==> config.mk <==
export PLATFORM = sky130hd
export DESIGN_NAME = ring_buffer_frame_extractor_core
export DESIGN_NICKNAME = d
export VERILOG_FILES = /design/src/sv/rbfe_pkg.sv /design/src/sv/rbfe_ram.sv /design/src/sv/ring_buffer_frame_extractor_core.sv
export VERILOG_INCLUDE_DIRS = /design/src /design/src/sv
export SDC_FILE = /design/constraint.sdc
export NUM_CORES = 1
export LEC_CHECK = 0
export BUFFER_PORTS_ARGS = -buffer_cell sky130_fd_sc_hd__buf_2
export CAP_MARGIN = 20
export CORE_MARGIN = 2
export CORE_UTILIZATION = 57
export CTS_CLUSTER_SIZE = 25
export DETAILED_ROUTE_END_ITERATION = 8
export PLACE_DENSITY_LB_ADDON = 0.25
export SKIP_CTS_REPAIR_TIMING = 1
export SYNTH_ARGS = -nofsm -noshare
export SYNTH_HDL_FRONTEND = slang
export SYNTH_SLANG_ARGS = --single-unit
==> constraint.sdc <==
create_clock -name clk -period 6.35 [get_ports clk]
set_input_delay 1.27 -clock clk [delete_from_list [all_inputs] [get_ports clk]]
set_output_delay 1.27 -clock clk [all_outputs]
set_load 0.02 [all_outputs]
==> src/sv/ring_buffer_frame_extractor_core_assert.svh <==
// Assertion macros for the ring buffer frame extractor core.
`ifndef RING_BUFFER_FRAME_EXTRACTOR_CORE_ASSERT_SVH
`define RING_BUFFER_FRAME_EXTRACTOR_CORE_ASSERT_SVH

`ifndef SYNTH
// Same-cycle implication, checked on every rising clock edge outside reset
`define RBFE_ASSERT_IMP(label, ante, cons) \
  label: assert property (@(posedge clk) disable iff (rst) (ante) |-> (cons)) \
    else $error("rbfe same-cycle check failed");
// Next-cycle implication
`define RBFE_ASSERT_NXT(label, ante, cons) \
  label: assert property (@(posedge clk) disable iff (rst) (ante) |=> (cons)) \
    else $error("rbfe next-cycle check failed");
`else
`define RBFE_ASSERT_IMP(label, ante, cons)
`define RBFE_ASSERT_NXT(label, ante, cons)
`endif

`endif

==> src/sv/rbfe_pkg.sv <==
// Shared types and constants for the ring buffer frame extractor.
package rbfe_pkg;

  // Frame header byte, appears twice in a row
  localparam logic [7:0] HDR_BYTE = 8'hA8;

  // Held-byte thresholds and delivery limit
  localparam int HELD_HDR   = 3;
  localparam int HELD_FRAME = 9;
  localparam int MAX_OUT    = 64;

  // Result status codes
  localparam logic [2:0] ST_STORED  = 3'd0;
  localparam logic [2:0] ST_FULL    = 3'd1;
  localparam logic [2:0] ST_OVERRUN = 3'd2;
  localparam logic [2:0] ST_WAIT    = 3'd3;
  localparam logic [2:0] ST_RESYNC  = 3'd4;
  localparam logic [2:0] ST_DATA    = 3'd5;

  // Item opcodes
  localparam logic OP_BYTE = 1'b0;
  localparam logic OP_POLL = 1'b1;

  // Configuration register indexes
  localparam logic CFG_TAIL   = 1'b0;
  localparam logic CFG_MAX_FC = 1'b1;

  typedef struct packed {
    logic       opcode;
    logic [7:0] rx_byte;
    logic       overrun_seen;
  } item_t;

  typedef struct packed {
    logic [2:0] status;
    logic [7:0] out_byte;
    logic       last;
  } result_t;

  typedef enum logic [3:0] {
    S_IDLE,
    S_BHDR0,
    S_BHDR1,
    S_BCHK,
    S_PHDR1,
    S_PHDR2,
    S_PFUNC,
    S_PLEN,
    S_PTAIL0,
    S_PTAIL1,
    S_PCK,
    S_PSUM,
    S_PERD,
    S_PELD,
    S_RESP
  } state_t;

endpackage

==> src/sv/rbfe_ram.sv <==
// Generic single-write, single-read RAM with registered read data.
module rbfe_ram #(
  parameter int WIDTH = 8,
  parameter int DEPTH = 64
) (
  input  logic                     clk,
  input  logic                     we,
  input  logic [$clog2(DEPTH)-1:0] waddr,
  input  logic [WIDTH-1:0]         wdata,
  input  logic                     re,
  input  logic [$clog2(DEPTH)-1:0] raddr,
  output logic [WIDTH-1:0]         rdata
);

  logic [WIDTH-1:0] mem [DEPTH];

  // Write port and registered read port; read data holds when re is low
  always_ff @(posedge clk) begin
    if (we) begin
      mem[waddr] <= wdata;
    end
    if (re) begin
      rdata <= mem[raddr];
    end
  end

endmodule

==> src/sv/ring_buffer_frame_extractor_core.sv <==
// Ring buffer frame extractor: UART bytes into a ring, framed payload out.
// Byte item: the byte is stored, then the header is checked and a stored result given;
// overrun/full are answered without a store. Poll item: wait/resync answers, resync for
// a bad checksum; a good frame gives its payload bytes in order, one per output transfer,
// each read through the one-read-per-cycle ring port. Output stalls hold delivery; items are taken only in idle.
// Reset (synchronous): indices, entry valid bits and tail marker clear, max_fc to 0xFF; unwritten entries read 0.
`include "ring_buffer_frame_extractor_core_assert.svh"

module ring_buffer_frame_extractor_core #(
  parameter int RING_DEPTH  = 64,
  parameter int FUNC_OFFSET = 2,
  parameter int LEN_OFFSET  = 3,
  parameter int FIXED_LEN   = 7
) (
  input  logic              clk,
  input  logic              rst,
  input  logic              item_valid,
  output logic              item_stall,
  input  rbfe_pkg::item_t   item,
  output logic              result_valid,
  input  logic              result_stall,
  output rbfe_pkg::result_t result,
  input  logic              cfg_we,
  input  logic              cfg_index,
  input  logic [15:0]       cfg_data
);

  import rbfe_pkg::*;

  localparam int IW = $clog2(RING_DEPTH);
  localparam int TW = $clog2(256 + FIXED_LEN);
  localparam logic [IW:0]   DEPTH_X  = (IW+1)'(RING_DEPTH);
  localparam logic [IW-1:0] ONE_OFF  = IW'(1);
  localparam logic [IW-1:0] PREV_OFF = IW'(RING_DEPTH - 1);
  localparam logic [IW-1:0] FUNC_OFF = IW'(FUNC_OFFSET);
  localparam logic [IW-1:0] LEN_OFF  = IW'(LEN_OFFSET);
  localparam logic [TW-1:0] FIXED_X  = TW'(FIXED_LEN);
  localparam logic [TW-1:0] TOT_MAX  = TW'(RING_DEPTH - 1);
  localparam logic [TW-1:0] TOT_OUT  = TW'(MAX_OUT + 3);
  localparam logic [TW-1:0] TOT_MIN  = TW'(3);

  // Ring position arithmetic, one compare and subtract
  function automatic logic [IW-1:0] wrap_add(input logic [IW-1:0] base,
                                             input logic [IW-1:0] off);
    logic [IW:0] s;
    s = {1'b0, base} + {1'b0, off};
    if (s >= DEPTH_X) begin
      s = s - DEPTH_X;
    end
    return s[IW-1:0];
  endfunction

  state_t          state, state_next;
  logic [IW-1:0]   rd_idx, rd_idx_next;
  logic [IW-1:0]   wr_idx, wr_idx_next;
  logic [IW-1:0]   idx, idx_next;
  logic [7:0]      sum, sum_next;
  logic [7:0]      b0, b0_next;
  logic [7:0]      ck, ck_next;
  logic [TW-1:0]   tot, tot_next;
  logic            sum_pend, sum_pend_next;
  logic [2:0]      resp_status, resp_status_next;
  logic            result_valid_next;
  result_t         result_next;
  logic [15:0]     tail_marker;
  logic [7:0]      max_fc;
  logic [RING_DEPTH-1:0] ent_valid;
  logic            vld_q;

  logic            mem_we, mem_re;
  logic [IW-1:0]   mem_waddr, mem_raddr;
  logic [7:0]      mem_wdata, mem_rdata;
  logic [7:0]      byte_q;
  logic [IW:0]     held;
  logic [IW-1:0]   tot_i, cnt;
  logic [TW-1:0]   tot_w;
  logic [7:0]      sum_acc;
  logic            out_free;

  rbfe_ram #(
    .WIDTH(8),
    .DEPTH(RING_DEPTH)
  ) u_ring (
    .clk   (clk),
    .we    (mem_we),
    .waddr (mem_waddr),
    .wdata (mem_wdata),
    .re    (mem_re),
    .raddr (mem_raddr),
    .rdata (mem_rdata)
  );

  // Entries never written read as zero
  assign byte_q = vld_q ? mem_rdata : 8'h00;

  // Bytes held in the ring
  always_comb begin
    if (wr_idx >= rd_idx) begin
      held = {1'b0, wr_idx} - {1'b0, rd_idx};
    end else begin
      held = {1'b0, wr_idx} + DEPTH_X - {1'b0, rd_idx};
    end
  end

  assign tot_i    = tot[IW-1:0];
  assign cnt      = tot_i - IW'(3);
  assign tot_w    = TW'(byte_q) + FIXED_X;
  assign sum_acc  = sum_pend ? (sum + byte_q) : sum;
  assign out_free = !result_valid || !result_stall;

  // Sequencer: next state, memory accesses and result loading
  always_comb begin
    state_next        = state;
    rd_idx_next       = rd_idx;
    wr_idx_next       = wr_idx;
    idx_next          = idx;
    sum_next          = sum;
    b0_next           = b0;
    ck_next           = ck;
    tot_next          = tot;
    sum_pend_next     = sum_pend;
    resp_status_next  = resp_status;
    result_valid_next = result_valid && result_stall;
    result_next       = result;
    mem_we            = 1'b0;
    mem_waddr         = wr_idx;
    mem_wdata         = item.rx_byte;
    mem_re            = 1'b0;
    mem_raddr         = rd_idx;
    item_stall        = (state != S_IDLE);

    unique case (state)
      S_IDLE: begin
        if (item_valid) begin
          if (item.opcode == OP_BYTE) begin
            if (item.overrun_seen) begin
              resp_status_next = ST_OVERRUN;
              state_next       = S_RESP;
            end else if (wrap_add(wr_idx, ONE_OFF) == rd_idx) begin
              resp_status_next = ST_FULL;
              state_next       = S_RESP;
            end else begin
              mem_we      = 1'b1;
              wr_idx_next = wrap_add(wr_idx, ONE_OFF);
              state_next  = S_BHDR0;
            end
          end else begin
            if (held < (IW+1)'(HELD_HDR)) begin
              resp_status_next = ST_WAIT;
              state_next       = S_RESP;
            end else begin
              mem_re     = 1'b1;
              mem_raddr  = rd_idx;
              state_next = S_PHDR1;
            end
          end
        end
      end

      // Byte path: header check after the store
      S_BHDR0: begin
        mem_re     = 1'b1;
        mem_raddr  = rd_idx;
        state_next = S_BHDR1;
      end
      S_BHDR1: begin
        b0_next    = byte_q;
        mem_re     = 1'b1;
        mem_raddr  = wrap_add(rd_idx, PREV_OFF);
        state_next = S_BCHK;
      end
      S_BCHK: begin
        if (!(b0 == HDR_BYTE && byte_q == HDR_BYTE)) begin
          rd_idx_next = wrap_add(rd_idx, ONE_OFF);
        end
        resp_status_next = ST_STORED;
        state_next       = S_RESP;
      end

      // Poll path
      S_PHDR1: begin
        b0_next    = byte_q;
        mem_re     = 1'b1;
        mem_raddr  = wrap_add(rd_idx, PREV_OFF);
        state_next = S_PHDR2;
      end
      S_PHDR2: begin
        if (!(b0 == HDR_BYTE && byte_q == HDR_BYTE)) begin
          rd_idx_next      = wrap_add(rd_idx, ONE_OFF);
          resp_status_next = ST_RESYNC;
          state_next       = S_RESP;
        end else if (held < (IW+1)'(HELD_FRAME)) begin
          resp_status_next = ST_WAIT;
          state_next       = S_RESP;
        end else begin
          mem_re     = 1'b1;
          mem_raddr  = wrap_add(rd_idx, FUNC_OFF);
          state_next = S_PFUNC;
        end
      end
      S_PFUNC: begin
        if (byte_q > max_fc) begin
          rd_idx_next      = wrap_add(rd_idx, ONE_OFF);
          resp_status_next = ST_RESYNC;
          state_next       = S_RESP;
        end else begin
          mem_re     = 1'b1;
          mem_raddr  = wrap_add(rd_idx, LEN_OFF);
          state_next = S_PLEN;
        end
      end
      S_PLEN: begin
        tot_next = tot_w;
        if (tot_w > TOT_MAX || tot_w < TOT_MIN || tot_w > TOT_OUT) begin
          rd_idx_next      = wrap_add(rd_idx, ONE_OFF);
          resp_status_next = ST_RESYNC;
          state_next       = S_RESP;
        end else if (TW'(held) < tot_w) begin
          resp_status_next = ST_WAIT;
          state_next       = S_RESP;
        end else begin
          mem_re     = 1'b1;
          mem_raddr  = wrap_add(rd_idx, tot_w[IW-1:0] - IW'(2));
          state_next = S_PTAIL0;
        end
      end
      S_PTAIL0: begin
        b0_next    = byte_q;
        mem_re     = 1'b1;
        mem_raddr  = wrap_add(rd_idx, tot_i - ONE_OFF);
        state_next = S_PTAIL1;
      end
      S_PTAIL1: begin
        if ({b0, byte_q} != tail_marker) begin
          rd_idx_next      = wrap_add(rd_idx, ONE_OFF);
          resp_status_next = ST_RESYNC;
          state_next       = S_RESP;
        end else begin
          mem_re     = 1'b1;
          mem_raddr  = wrap_add(rd_idx, cnt);
          state_next = S_PCK;
        end
      end
      S_PCK: begin
        ck_next       = byte_q;
        sum_next      = 8'h00;
        idx_next      = ONE_OFF;
        sum_pend_next = 1'b0;
        state_next    = S_PSUM;
      end

      // Checksum walk: one read issued per cycle, its data summed in the next cycle
      S_PSUM: begin
        sum_next = sum_acc;
        if (idx < cnt) begin
          mem_re        = 1'b1;
          mem_raddr     = wrap_add(rd_idx, idx);
          idx_next      = idx + ONE_OFF;
          sum_pend_next = 1'b1;
        end else begin
          sum_pend_next = 1'b0;
          if (!sum_pend) begin
            if (sum == ck) begin
              idx_next   = ONE_OFF;
              state_next = S_PERD;
            end else begin
              rd_idx_next      = wrap_add(rd_idx, ONE_OFF);
              resp_status_next = ST_RESYNC;
              state_next       = S_RESP;
            end
          end
        end
      end

      // Payload delivery, one byte per output transfer
      S_PERD: begin
        mem_re     = 1'b1;
        mem_raddr  = wrap_add(rd_idx, idx);
        state_next = S_PELD;
      end
      S_PELD: begin
        if (out_free) begin
          result_valid_next = 1'b1;
          result_next       = '{status: ST_DATA, out_byte: byte_q, last: (idx == cnt)};
          if (idx == cnt) begin
            rd_idx_next = wrap_add(rd_idx, tot_i);
            state_next  = S_IDLE;
          end else begin
            idx_next   = idx + ONE_OFF;
            state_next = S_PERD;
          end
        end
      end

      // Single-result answer
      S_RESP: begin
        if (out_free) begin
          result_valid_next = 1'b1;
          result_next       = '{status: resp_status, out_byte: 8'h00, last: 1'b1};
          state_next        = S_IDLE;
        end
      end

      default: begin
        state_next = S_IDLE;
      end
    endcase
  end

  // Control state
  always_ff @(posedge clk) begin
    if (rst) begin
      state        <= S_IDLE;
      rd_idx       <= '0;
      wr_idx       <= '0;
      sum_pend     <= 1'b0;
      result_valid <= 1'b0;
      ent_valid    <= '0;
    end else begin
      state        <= state_next;
      rd_idx       <= rd_idx_next;
      wr_idx       <= wr_idx_next;
      sum_pend     <= sum_pend_next;
      result_valid <= result_valid_next;
      if (mem_we) begin
        ent_valid[mem_waddr] <= 1'b1;
      end
    end
  end

  // Datapath registers
  always_ff @(posedge clk) begin
    idx         <= idx_next;
    sum         <= sum_next;
    b0          <= b0_next;
    ck          <= ck_next;
    tot         <= tot_next;
    resp_status <= resp_status_next;
    result      <= result_next;
    if (mem_re) begin
      vld_q <= ent_valid[mem_raddr];
    end
  end

  // Configuration registers
  always_ff @(posedge clk) begin
    if (rst) begin
      tail_marker <= 16'h0000;
      max_fc      <= 8'hFF;
    end else if (cfg_we) begin
      unique case (cfg_index)
        CFG_TAIL:   tail_marker <= cfg_data;
        CFG_MAX_FC: max_fc      <= cfg_data[7:0];
        default:    ;
      endcase
    end
  end

  // Checks
  `RBFE_ASSERT_IMP(a_store_not_full, state == S_BHDR0, wr_idx != rd_idx)
  `RBFE_ASSERT_IMP(a_pend_in_sum, sum_pend, state == S_PSUM)
  `RBFE_ASSERT_IMP(a_emit_range, state == S_PELD, (idx != '0) && (idx <= cnt))
  `RBFE_ASSERT_NXT(a_emit_last, (state == S_PELD) && out_free && (idx == cnt), (state == S_IDLE) && result_valid && result.last)

endmodule
==> flow_summary.ini, run 1 <==
[cts]
cts_tree = done
clock-sinks = 678
clock_path_buffers = 3
numCtsBuffers = 70
clock_tree.root_cell = clkbuf_16
clk_pin_slew_ps = 60
clkLatencyLatePin_ps = 620
htreeDepth = 3

[setup_path]
cpPeakStageDelay_ps = 550
crit_buf_inv = 4
ff2ff_path_depth = 22
end_kind = flip-flop
crit_fanout = 12
crit_type = flip-flop to flip-flop
critical-path-top-delay-family = compound AO/OA/AOI/OAI gates
slowest_stage = or4_4
crit_chain = inv_1, ha_1, a21o_1, a21oi_2, o211ai_2, and3_1, or4_4, ha_1, nor3_1, nor3_1, a21oi_1, buf_4, o31ai_4, nand2_1, a2111oi_4, buf_12, buf_4, mux4_1, nor3b_1, o41ai_1, nand4_1, o211a_1
crit_required_ps = 6720
start_kind = flip-flop
rrSetupSlack_ps = 310
cp_num_cells = 22
cp_data_arrival_time_ps = 6420

[floorplanning]
die-height_um = 239
core_area_um2 = 54900
initial_core_util_pct = 57.3
die_w_um = 239
row_count = 86
io-pin-count = 46
dieArea_um2 = 57100

[timing]
layout_min_cycle_time_ps = 6040
hold_viol = 0
max_freq_mhz = 165
clock_skew_ps = 22.6
fin_hold_ws_ps = 467
maxSlewViolCount = 0
rsz0062_at_grt = false
setup_tns_ps = 0
finalCritPeriodShare_pct = 95.2
max_slew_margin_pct = 30.5
setup_viol = 0
tightest_slew_ps = 1040

[finish]
synthToLayoutAreaGrowth_pct = 11.1
fillers = 4109
drive_gt1_share_pct = 12.8
final_common_cell = edfxtp_1
layout_common_cells = edfxtp_1, nand2_1, nor2_1
insertedDiodeCount = 0
layout.nets = 2686
final_cell_area_um2 = 35000

[synth]
synth_edf_count = 572
ys_seq_area_share_pct = 61.3
synthesis.nets = 2628
syn_area_per_cell_um2 = 12.5
netlist_area_um2 = 31500
ys_warn_count = 0
netlist-cell-type-count = 94
synth_cells = 2517
synth_ff_type = edfxtp_1
async_flop_share_pct = 0
ys_seq_elements = 678

[run_status]
status = finished clean

[power]
ir_worst_vdd_mv = 0.443
p_leak_nw = 12.8
powerDensity_nw_per_um2 = 525
total_power_mw = 18.4

[global_routing]
groute.usage.overall_pct = 29.4
grt_overflow = 0
grt_max_degree = 66
grt_pass1_wl_um = 126000
antenna_found_initial = 0
grt_pass1_vias = 20300

[place]
globalplace.congestion = 0.912
postPlaceCellArea_um2 = 32500
port_buffers = 45
dp_hpwl_um = 54800

[route]
wl_per_cell_um = 25.2
drc = 0
finalWirelength_um = 84000
num_vias = 21300
viasPerCell = 6.38
drtIter0Drc = 3036
dr.pass1.iters = 5
ant_nets = 0

[worst_hold_path]
hold_path_depth = 1
min_path_type = flip-flop to flip-flop

[job]
drv_cap = 0
[registers in the layout, summed over array words and instances (netlist names), 3 cells and up]
register / count
u_ring.mem: 512
ent_valid: 64
tail_marker: 16
result: 12
b0: 8
ck: 8
max_fc: 8
sum: 8
u_ring.rdata: 8
idx: 6
mem_waddr: 6
rd_idx: 6
tot: 6
state: 4
resp_status: 3
[synthesized netlist by cell type, types with 21 or more instances]
cell	n	area [µm²]
a31oi_1	38	238
nor2_1	264	991
a21oi_1	117	586
mux4_2	21	473
xnor2_1	41	359
mux2i_1	142	1420
ha_1	71	888
buf_2	44	220
nand3_1	46	230
a21o_1	22	165
and3_1	63	394
nand2_1	315	1180
inv_1	61	229
dfxtp_1	106	2120
xor2_1	35	307
clkbuf_1	76	285
edfxtp_1	572	17200
nor3_1	26	130
o21ai_0	48	240
[metal layers]
layer | up-vias | routed length (µm) | GRT usage, %
li1 | 9483 | - | -
met1 | 10500 | 35400 | 42.9
met2 | 1138 | 37700 | 44.9
met3 | 165 | 8360 | 5.91
met4 | 0 | 2540 | 8.77
met5 | - | 0 | 0
[kinds of logic after synthesis]
logic type | Yosys count | synth area share [%]
compound gates | 429 | 9.71
simple gates | 852 | 12.4
buf+inv | 213 | 3.31
xor+xnor | 77 | 2.20
fa+ha+maj | 79 | 3.33
mux | 189 | 7.76
flops | 678 | 61.3
[path summary, 6_finish.rpt]
kind / startpoint / end
setup / recovery: rd_idx[4] / u_ring.rdata[1]
hold / removal: max_fc[2] / max_fc[2]
setup reg to reg: rd_idx[4] / u_ring.rdata[1]
hold reg to reg: max_fc[2] / max_fc[2]
[through the flow]
stage / std cells / utilization (%) / setup WS, ps
global placement: 3195 / 59.3 / 230
detailed placement: 3195 / 59.3 / 109
floorplan: 2517 / - / 243
finish: 3335 / 63.7 / 306
CTS: 3323 / 63.4 / 81.5
global route: 3335 / 63.7 / 46.8
[cell type report]
type,instances,area [µm²],share of cell area [%]
Sequential cell,678,19300,55.2
Inverter,63,241,0.691
Timing Repair Buffer,136,1100,3.13
Multi-Input combinational cell,1626,11200,32.0
Tap cell,704,881,2.52
Clock inverter,36,315,0.902
Clock buffer,92,1940,5.54
[power by group]
part	switching, mW	internal (mW)	leakage [nW]
clock	1.70	2.33	1.10
combinational	5.61	3.48	5.72
sequential	0.184	5.06	6.01
(Power assumes the default switching activity.)
==> run 2, diff against run 1 <==
- GPL_TIMING_DRIVEN: unset -> 0
==> run 2 against run 1 <==
  * Final cell count increased by 3.1%
  * Worst setup slack got worse by 230 ps
  * Clock skew increased by 18 ps
  * Global-route usage increased by 3.1 points
  * Non-clock buffer count increased by 102
  * Routed wire length increased by 12%
  * Cell area increased by 2.6%
  * Critical endpoint is now u_ring.rdata[7]
  * Highest routed layer is now met5
==> flow_summary.ini, run 2 (synthesis gave the netlist of run 1 again) <==
[cts]
numCtsBuffers = 70
clock-sinks = 678
clock_tree.root_cell = clkbuf_16
cts_tree = done
htreeDepth = 3
clkLatencyLatePin_ps = 630
clk_pin_slew_ps = 60
clock_path_buffers = 3

[setup_path]
cpPeakStageDelay_ps = 570
startpoint = rd_idx[3]
crit_type = flip-flop to flip-flop
crit_required_ps = 6690
cp_data_arrival_time_ps = 6620
cp_num_cells = 26
crit_buf_inv = 8
cpMostUsedCell = buf_4
ff2ff_path_depth = 26
r2r-start = rd_idx[3]
crit_fanout = 10
end_kind = flip-flop
slowest_stage = or4_4
start_kind = flip-flop
critical-path-top-delay-family = compound AO/OA/AOI/OAI gates

[power]
p_leak_nw = 13.2
ir_worst_vdd_mv = 0.305
powerDensity_nw_per_um2 = 558

[timing]
max_freq_mhz = 159
max_slew_margin_pct = 12.0
layout_setup_ws_ps = 72.1
maxSlewViolCount = 0
tightest_slew_ps = 1320
layout_min_cycle_time_ps = 6280
setup_viol = 0
finalCritPeriodShare_pct = 98.9
clock_skew_ps = 40.3
setup_tns_ps = 0
hold_viol = 0

[place]
post-place-ws_ps = -2710
dp.cells = 3274
postPlaceCellArea_um2 = 32700
dp_hpwl_um = 65100
port_buffers = 44
globalplace.congestion = 0.945

[global_routing]
grt_pass1_wl_um = 136000
grt_overflow = 0
antenna_found_initial = 3
groute.usage.overall_pct = 32.6
grt_max_degree = 65
grt_pass1_vias = 21200

[route]
num_vias = 22400
finalWirelength_um = 94000
drc = 0
drtIter0Drc = 3120
dr.pass1.iters = 5
viasPerCell = 6.51
wl_per_cell_um = 27.4
ant_nets = 0

[worst_hold_path]
min_path_type = flip-flop to flip-flop
hold_path_depth = 1
hold_start = max_fc[1]

[finish]
final_cell_area_um2 = 35900
largest_register_ffs = 512
top_regs = u_ring.mem (512), ent_valid (64), tail_marker (16)
top_register = u_ring.mem
layout_common_cells = edfxtp_1, nand2_1, nor2_1
fillers = 3959
synthToLayoutAreaGrowth_pct = 14.0
layout.nets = 2788
fin_util_pct = 65.4
final_common_cell = edfxtp_1
drive_gt1_share_pct = 15.6
fin_cells = 3438

[floorplanning]
die_w_um = 239
core_area_um2 = 54900
row_count = 86
die-height_um = 239
initial_core_util_pct = 57.3
io-pin-count = 46
dieArea_um2 = 57100

[job]
drv_cap = 0

[run_status]
status = finished clean
run 2: cell count changes in the layout (fill, tap and decap cells not counted), sizes merged:
cell and delta:
buf +20, diode +1, clkbuf +82, clkinvlp +2, clkinv +2, inv -4
run 2: power by group:
part	leakage, nW	internal [mW]	switching [mW]
registers	6.01	5.05	0.117
logic	6.06	3.88	6.89
clock network	1.12	2.34	1.74
total	13.2	11.3	8.75
run 2: layout make-up:
cell class | instances | area (µm²) | area share [%]
Sequential cell | 678 | 19300 | 53.9
Multi-Input combinational cell | 1626 | 11500 | 31.9
Clock buffer | 92 | 1940 | 5.40
Buffer | 150 | 976 | 2.72
Tap cell | 704 | 881 | 2.46
Timing Repair Buffer | 88 | 701 | 1.95
Clock inverter | 36 | 340 | 0.949
Inverter | 63 | 256 | 0.715
Antenna cell | 1 | 2.50 | 0.00698
run 2: final timing paths:
path / end / slack [ps]
setup reg to reg: u_ring.rdata[7] / 70
hold reg to reg: max_fc[1] / 470
hold / removal: max_fc[1] / 470
setup / recovery: u_ring.rdata[7] / 70
run 2: stage by stage:
| stage | power [mW] | hold WS [ps] |
|---|---|---|
| after CTS | 18.9 | 468 |
| after global placement | 14.7 | 445 |
| after detailed placement | 14.8 | 455 |
| after global routing | 20.6 | 492 |
| after floorplan | 11.4 | 435 |
| final | 20.0 | 467 |
run 2: per-layer routing:
| layer | GRT usage, % | vias up | wire [µm] |
|---|---|---|---|
| li1 | - | 9686 | - |
| met1 | 46.8 | 11200 | 38100 |
| met2 | 49.3 | 1325 | 42000 |
| met3 | 6.77 | 193 | 10700 |
| met4 | 11.7 | 2 | 3220 |
| met5 | 0 | - | 9 |
